==> src/hw/rtl/mfns_pkg.sv <==
package mfns_pkg;

    // default map edge length
    localparam int MAZE_SIZE_DEF = 16;

    // open-side bits of one cell
    localparam logic [3:0] SIDE_UP    = 4'h1;
    localparam logic [3:0] SIDE_RIGHT = 4'h2;
    localparam logic [3:0] SIDE_DOWN  = 4'h4;
    localparam logic [3:0] SIDE_LEFT  = 4'h8;

    // request codes
    localparam logic REQ_WRITE = 1'b0;
    localparam logic REQ_QUERY = 1'b1;

    // input word
    typedef struct packed {
        logic       req_type;
        logic [3:0] cell_x;
        logic [3:0] cell_y;
        logic [3:0] open_sides;
        logic       cell_explored;
        logic [3:0] robot_x;
        logic [3:0] robot_y;
    } t_req;

    // result word
    typedef struct packed {
        logic       frontier_found;
        logic [3:0] frontier_x;
        logic [3:0] frontier_y;
        logic       all_explored;
    } t_rsp;

endpackage

==> src/hw/rtl/maze_frontier_nearest_search.sv <==
// Nearest frontier search over a MAZE_SIZE x MAZE_SIZE maze map. A word is taken when start is
// high and busy is low. A write word stores one cell's open sides and explored flag and gives
// no result; writes outside the map are dropped. A query word scans the map in x-major order,
// one cell per cycle from two registered-read memories (sides and explored flags), and when the
// scan ends presents the nearest frontier cell (Manhattan distance to robot_x/robot_y, first in
// scan order on a tie) and the all-explored flag on o_rsp, marked by o_done high for exactly one
// cycle. The receiver cannot stall: o_done is not held.
// Neighbor flags come from a 2*MAZE_SIZE+1 deep shift line fed by the explored memory read
// MAZE_SIZE cells ahead. After reset a clearing pass over all MAZE_SIZE*MAZE_SIZE cells zeroes
// both memories, with busy high.
module maze_frontier_nearest_search #(
    parameter int MAZE_SIZE = mfns_pkg::MAZE_SIZE_DEF
) (
    input  logic           i_clk,
    input  logic           i_rst_n,
    input  logic           start,
    output logic           busy,
    input  mfns_pkg::t_req i_req,
    output logic           o_done,
    output mfns_pkg::t_rsp o_rsp
);
    import mfns_pkg::*;

    localparam int CELLS = MAZE_SIZE * MAZE_SIZE;
    localparam int AW    = $clog2(CELLS);
    localparam int SW    = $clog2(CELLS + MAZE_SIZE);
    localparam int CW    = $clog2(MAZE_SIZE);
    localparam int XW    = (CW > 4) ? CW : 4;
    localparam int DW    = XW + 1;
    localparam int WL    = 2 * MAZE_SIZE;

    localparam logic [SW-1:0] S_N       = SW'(MAZE_SIZE);
    localparam logic [SW-1:0] S_CELLS   = SW'(CELLS);
    localparam logic [SW-1:0] S_END     = SW'(CELLS + MAZE_SIZE - 1);
    localparam logic [SW-1:0] S_CLR_END = SW'(CELLS - 1);
    localparam logic [CW-1:0] C_LAST    = CW'(MAZE_SIZE - 1);

    typedef enum logic [1:0] {
        ST_CLEAR,
        ST_IDLE,
        ST_SCAN,
        ST_DRAIN
    } t_state;

    // memories
    logic [3:0] side_mem [CELLS];
    logic       expl_mem [CELLS];

    t_state          r_state, n_state;
    logic [SW-1:0]   r_s, n_s;
    logic            r_rv, n_rv;
    logic            r_dv, n_dv;
    logic [WL-1:0]   r_win, n_win;
    logic [CW-1:0]   r_cx, n_cx;
    logic [CW-1:0]   r_cy, n_cy;
    logic [3:0]      r_rx, n_rx;
    logic [3:0]      r_ry, n_ry;
    logic            r_found, n_found;
    logic            r_all, n_all;
    logic [XW-1:0]   r_bx, n_bx;
    logic [XW-1:0]   r_by, n_by;
    logic [DW-1:0]   r_bd, n_bd;
    logic            r_done, n_done;
    t_rsp            r_rsp, n_rsp;

    logic [3:0]      r_side_q;
    logic            r_expl_q;

    logic            accept;
    logic            mem_we;
    logic [AW-1:0]   mem_waddr;
    logic [3:0]      mem_wside;
    logic            mem_wexpl;
    logic [AW-1:0]   side_raddr;
    logic [AW-1:0]   expl_raddr;

    logic [WL:0]     nw;
    logic            c_expl;
    logic            frontier;
    logic [XW-1:0]   xe, ye, rxe, rye, dx, dy;
    logic [DW-1:0]   cell_dist;
    logic            take;

    assign accept = start && !busy;
    assign busy   = (r_state != ST_IDLE);
    assign o_done = r_done;
    assign o_rsp  = r_rsp;

    // write port: clearing pass or a write word inside the map
    always_comb begin
        mem_we    = 1'b0;
        mem_waddr = '0;
        mem_wside = '0;
        mem_wexpl = 1'b0;
        if (r_state == ST_CLEAR) begin
            mem_we    = 1'b1;
            mem_waddr = AW'(r_s);
        end else if (accept && i_req.req_type == REQ_WRITE &&
                     int'(i_req.cell_x) < MAZE_SIZE && int'(i_req.cell_y) < MAZE_SIZE) begin
            mem_we    = 1'b1;
            mem_waddr = AW'(int'(i_req.cell_x) * MAZE_SIZE + int'(i_req.cell_y));
            mem_wside = i_req.open_sides;
            mem_wexpl = i_req.cell_explored;
        end
    end

    // read addresses: explored flags run one column ahead of the sides
    assign expl_raddr = (r_s < S_CELLS) ? AW'(r_s) : '0;
    assign side_raddr = (r_s >= S_N) ? AW'(r_s - S_N) : '0;

    always_ff @(posedge i_clk) begin
        if (mem_we) begin
            side_mem[mem_waddr] <= mem_wside;
            expl_mem[mem_waddr] <= mem_wexpl;
        end
        r_side_q <= side_mem[side_raddr];
        r_expl_q <= expl_mem[expl_raddr];
    end

    // shift line view with the newest flag, cell under test sits at tap MAZE_SIZE
    assign nw     = {r_win, r_expl_q};
    assign c_expl = nw[MAZE_SIZE];

    // frontier test against in-bounds neighbors
    always_comb begin
        frontier = c_expl && (
            ((r_side_q & SIDE_UP)    != 4'h0 && r_cy != C_LAST && !nw[MAZE_SIZE-1]) ||
            ((r_side_q & SIDE_RIGHT) != 4'h0 && r_cx != C_LAST && !nw[0]) ||
            ((r_side_q & SIDE_DOWN)  != 4'h0 && r_cy != '0     && !nw[MAZE_SIZE+1]) ||
            ((r_side_q & SIDE_LEFT)  != 4'h0 && r_cx != '0     && !nw[WL]));
    end

    // manhattan distance to the robot
    always_comb begin
        xe        = XW'(r_cx);
        ye        = XW'(r_cy);
        rxe       = XW'(r_rx);
        rye       = XW'(r_ry);
        dx        = (xe > rxe) ? (xe - rxe) : (rxe - xe);
        dy        = (ye > rye) ? (ye - rye) : (rye - ye);
        cell_dist = DW'(dx) + DW'(dy);
        take      = r_dv && frontier && (!r_found || cell_dist < r_bd);
    end

    // sequencer and result update
    always_comb begin
        n_state = r_state;
        n_s     = r_s;
        n_rv    = 1'b0;
        n_dv    = 1'b0;
        n_win   = r_win;
        n_cx    = r_cx;
        n_cy    = r_cy;
        n_rx    = r_rx;
        n_ry    = r_ry;
        n_found = r_found;
        n_all   = r_all;
        n_bx    = r_bx;
        n_by    = r_by;
        n_bd    = r_bd;
        n_done  = 1'b0;
        n_rsp   = r_rsp;

        // data from the previous read
        if (r_rv) begin
            n_win = nw[WL-1:0];
        end
        if (r_dv) begin
            if (!c_expl) begin
                n_all = 1'b0;
            end
            if (take) begin
                n_found = 1'b1;
                n_bd    = cell_dist;
                n_bx    = xe;
                n_by    = ye;
            end
            if (r_cy == C_LAST) begin
                n_cy = '0;
                n_cx = r_cx + 1'b1;
            end else begin
                n_cy = r_cy + 1'b1;
            end
        end

        case (r_state)
            ST_CLEAR: begin
                n_s = r_s + 1'b1;
                if (r_s == S_CLR_END) begin
                    n_state = ST_IDLE;
                end
            end
            ST_IDLE: begin
                if (accept && i_req.req_type == REQ_QUERY) begin
                    n_state = ST_SCAN;
                    n_s     = '0;
                    n_cx    = '0;
                    n_cy    = '0;
                    n_rx    = i_req.robot_x;
                    n_ry    = i_req.robot_y;
                    n_found = 1'b0;
                    n_all   = 1'b1;
                    n_bx    = '0;
                    n_by    = '0;
                    n_bd    = '0;
                end
            end
            ST_SCAN: begin
                n_rv = 1'b1;
                n_dv = (r_s >= S_N);
                n_s  = r_s + 1'b1;
                if (r_s == S_END) begin
                    n_state = ST_DRAIN;
                end
            end
            ST_DRAIN: begin
                // last cell is evaluated in this cycle
                n_state              = ST_IDLE;
                n_done               = 1'b1;
                n_rsp.frontier_found = n_found;
                n_rsp.frontier_x     = n_bx[3:0];
                n_rsp.frontier_y     = n_by[3:0];
                n_rsp.all_explored   = n_all;
            end
            default: begin
                n_state = ST_IDLE;
            end
        endcase
    end

    // state and registered outputs
    always_ff @(posedge i_clk) begin
        if (!i_rst_n) begin
            r_state <= ST_CLEAR;
            r_s     <= '0;
            r_rv    <= 1'b0;
            r_dv    <= 1'b0;
            r_done  <= 1'b0;
        end else begin
            r_state <= n_state;
            r_s     <= n_s;
            r_rv    <= n_rv;
            r_dv    <= n_dv;
            r_done  <= n_done;
        end
        r_win   <= n_win;
        r_cx    <= n_cx;
        r_cy    <= n_cy;
        r_rx    <= n_rx;
        r_ry    <= n_ry;
        r_found <= n_found;
        r_all   <= n_all;
        r_bx    <= n_bx;
        r_by    <= n_by;
        r_bd    <= n_bd;
        r_rsp   <= n_rsp;
    end

endmodule
==> config.mk <==
export PLATFORM = sky130hd
export DESIGN_NAME = maze_frontier_nearest_search
export DESIGN_NICKNAME = d
export VERILOG_FILES = /design/src/hw/rtl/mfns_pkg.sv /design/src/hw/rtl/maze_frontier_nearest_search.sv
export SDC_FILE = /design/constraint.sdc
export NUM_CORES = 2
export LEC_CHECK = 0
export BUFFER_PORTS_ARGS = -buffer_cell sky130_fd_sc_hd__buf_2
export CAP_MARGIN = 20
export CELL_PAD_IN_SITES_DETAIL_PLACEMENT = 1
export CELL_PAD_IN_SITES_GLOBAL_PLACEMENT = 1
export CORE_MARGIN = 2
export CORE_UTILIZATION = 40
export CTS_BUF_LIST = sky130_fd_sc_hd__clkbuf_16
export CTS_CLUSTER_SIZE = 28
export DETAILED_ROUTE_END_ITERATION = 8
export PLACE_DENSITY_LB_ADDON = 0.2
export SLEW_MARGIN = 5
export SYNTH_ARGS = -nofsm -noshare
export SYNTH_HDL_FRONTEND = slang
export SYNTH_SLANG_ARGS = --single-unit
==> constraint.sdc <==
create_clock -name i_clk -period 17.35 [get_ports i_clk]
set_clock_uncertainty 0.15 [all_clocks]
set_input_delay 0.8675 -clock i_clk [delete_from_list [all_inputs] [get_ports i_clk]]
set_output_delay 0.8675 -clock i_clk [all_outputs]
set_load 0.03 [all_outputs]
==> metrics.cfg <==
[run_status]
status=completed

[floorplan]
chipWidth_um=380
num_rows=137
core_area_um2=140000
dieArea_um2=144000
ioPinCount=37
die_y_um=380
start_util_pct=40.4

[routing]
viasPerCell=6.13
wirelength_um=184000
antenna_left=0
wl_per_cell_um=32.8
drc=0
num_vias=34400
dr.pass1.iters=5
drtIter0Drc=3844

[cells_and_area]
finalInstanceArea_um2=63500
final_layout_size_suffix_gt1_share_pct=15.7
syn2layout_area_growth_pct=12.2
final_nets=3692
antennaDiodeCount=0
final_util_pct=45.4
multiInputGateArea_um2=14500
final-seq-area_um2=40800
fill_cells=13600

[logic_synthesis]
synth.area.mux_share_pct=8.81
synth_top_flop_cell=edfxtp_1
synth_fp_nets=3655
synth_edf_count=1330
yosysTopAreaCell=edfxtp_1
yosys_warnings=0
netlist-cell-type-count=91
synth_xor_area_share_pct=0.263
synth_compound_area_share_pct=9.28
yosysMostFrequentCell=edfxtp_1
synthSimpleGateAreaFrac_pct=5.99
synth_fa_ha_area_share_pct=0.996
synth_area_um2=56500
yosysSeqAreaShare_pct=72.1
ys_ff_latch=1372
synth_top_family_by_area=compound AO/OA/AOI/OAI gates
synth_top_area_share_pct=70.6
yosys-top-cells-area=edfxtp_1, mux4_2, nor2_1, mux2i_1, a21oi_1
synth_cells=3588
synthArstFlopShare_pct=0
syn_area_per_cell_um2=15.8
yosys-top-cells-count=edfxtp_1, nor2_1, a21oi_1

[global_route]
grt_max_degree=108
top_usage_layer=met2
overflow=0
track_usage_pct=25.3
antenna_found_initial=6
grt_pass1_wl_um=264000
use_met2_pct=38.1
use_met3_pct=5.24
grtUsageMet1_pct=36.6
grt_pass1_vias=34600

[cts]
clock-sinks=1372
h-tree-depth=4
cts_tree=yes
clk_pin_slew_ns=0.06
cts_resized=0
cts_hold_buf=0
clkLatencyLatePin_ns=0.81
cts-root-buf=clkbuf_16
cts_buffers=151
post_cts_buffers=0
cts_buffer_depth=3

[setup_path]
r2r-start=r_s[8]
r2r-end=r_side_q[0]
crit_path_frequent_cell=buf_4
start_kind=register
slowest_delay_ns=0.90
arrival_ns=5.72
end_kind=register
worst_path_max_delay_cell=nor3_4
r2r_slack_ns=12.13
cp_data_required_time_ns=17.85
crit_fanout=51
rr_worst_depth=11
crit_path_cell_trace=nor3_4 -> buf_4 -> buf_4 -> nand2_4 -> buf_4 -> o21ai_0 -> a221oi_1 -> nor4_1 -> o32ai_1 -> nor3_1 -> a221oi_1
critical_path_class=register to register

[timing]
slew_viol_final=0
worst_pin_slew_ns=1.23
layout_setup_ws_ns=12.13
rsz0062_at_grt=no
slew_headroom_pct=17.4
hold_viol_final=0
finalSetupViolations=0
fin_tns_setup_ns=0
fin_crit_sh_pct=30.1
max_freq_mhz=192
fin_crit_ns=5.22

[power]
ir_drop_mv=0.102
powerDensity_nw_per_um2=110
p_sw_mw=1.54
leakagePower_nw=18.9
power.share.clock_pct=44.9
p_int_mw=5.41
switching_share_pct=22.2
p_seq_share_pct=51.7
pwr-share-comb_pct=3.3

[flow_run]
maxCapViolations=0

[hold_path]
hold_path_end=r_rx[1]
hp-start=i_req[5]
hp-class=input port to register
hold-path-cell-count=1

[placed_design]
routabilityCongestion=0.866
pre_cts_slack_ns=12.33
dpl-instance-area_um2=58700
portBuffers=36
dpl.hpwl_um=112000

==> worst max-delay path, delay by kind of cell (launching register included) <==
kind,cells,cell delay (ns)
and+or+nand+nor,4,2.08
AOI/OAI and AO/OA,4,0.81
buffers and inverters,3,1.41
DFF,1,0.51
==> sequential cells by signal, summed over array words and instances, names as in the netlist, 2 cells and up <==
| register | count |
|---|---|
| expl_mem | 256 |
| o_rsp | 10 |
| r_bd | 5 |
| r_bx | 4 |
| r_by | 4 |
| r_cx | 4 |
| r_cy | 4 |
| r_rx | 4 |
| r_ry | 4 |
| r_s | 9 |
| r_side_q | 4 |
| r_state | 2 |
| r_win | 32 |
| side_mem | 1024 |
==> routing by layer <==
layer | vias to the layer above | share of wire (%)
met1 | 18400 | 44
met3 | 291 | 7.9
met5 | - | 0.012
met4 | 4 | 3.3
li1 | 14300 | -
met2 | 1469 | 45
==> layout make-up <==
cell class	count	share of cell area, %
tap	1876	3.70
clock inverter	114	1.46
multi-input combinational	1925	22.8
timing repair buffer	131	1.47
sequential	1372	64.3
clock buffer	153	6.03
inverter	44	0.272
==> power by group through the flow <==
| stage | combinational [mW] | clock, mW | sequential (mW) |
|---|---|---|---|
| 3_5_place_dp | 0.229 | 0 | 3.67 |
| 3_3_place_gp | 0.229 | 0 | 3.67 |
| 4_1_cts | 0.229 | 3.16 | 3.60 |
| 5_1_grt | 0.240 | 3.29 | 3.59 |
| 2_1_floorplan | 0.143 | 0 | 3.65 |
| 6_report | 0.232 | 3.12 | 3.60 |
==> metrics by stage <==
stage          total power [mW]  instances  hold slack, ns
3_3_place_gp               3.90       5348           0.253
5_1_grt                    7.12       5615          0.0718
4_1_cts                    6.99       5615          0.0536
2_1_floorplan              3.80       3588           0.249
3_5_place_dp               3.90       5348           0.256
6_report                   6.95       5615           0.109
==> cells in the final DEF (no fill, tap or decap), types with 10 or more instances in the layout <==
cell	n
buf_4	92
nand2b_1	24
a22oi_1	10
edfxtp_1	1330
dfxtp_1	39
mux2i_1	148
bufinv_16	10
clkinv_2	26
ha_1	37
a211o_1	19
clkbuf_16	153
and2_1	41
a21oi_1	185
o21ai_0	121
o211ai_1	24
mux4_2	122
nor2b_1	12
a21o_1	15
inv_1	63
or2_2	17
a2bb2oi_1	10
a31oi_1	13
buf_2	36
a211oi_1	52
o221ai_1	88
o22ai_1	88
nand3_1	39
nand2_1	133
mux2_2	55
xnor2_1	11
a221oi_1	44
nor2_1	414
clkinv_1	32
nor3_1	20
==> worst max-delay path by stage <==
stage / from / end / slack, ns / cells past startpoint
floorplan: start / expl_mem[0] / 11.63 / 4
global placement: r_s[8] / r_side_q[0] / 12.33 / 11
detailed placement: r_s[8] / r_side_q[0] / 12.33 / 10
CTS: r_s[8] / r_side_q[0] / 12.30 / 10
global route: r_s[8] / r_side_q[0] / 12.06 / 11
finish: r_s[8] / r_side_q[0] / 12.13 / 11
==> cells by family after synthesis <==
kind of cell | Yosys count
fa+ha+maj | 42
mux | 330
xor+xnor | 17
simple gates | 766
flops | 1372
buf+inv | 291
compound gates | 770
Power figures use the tool's default switching activity.
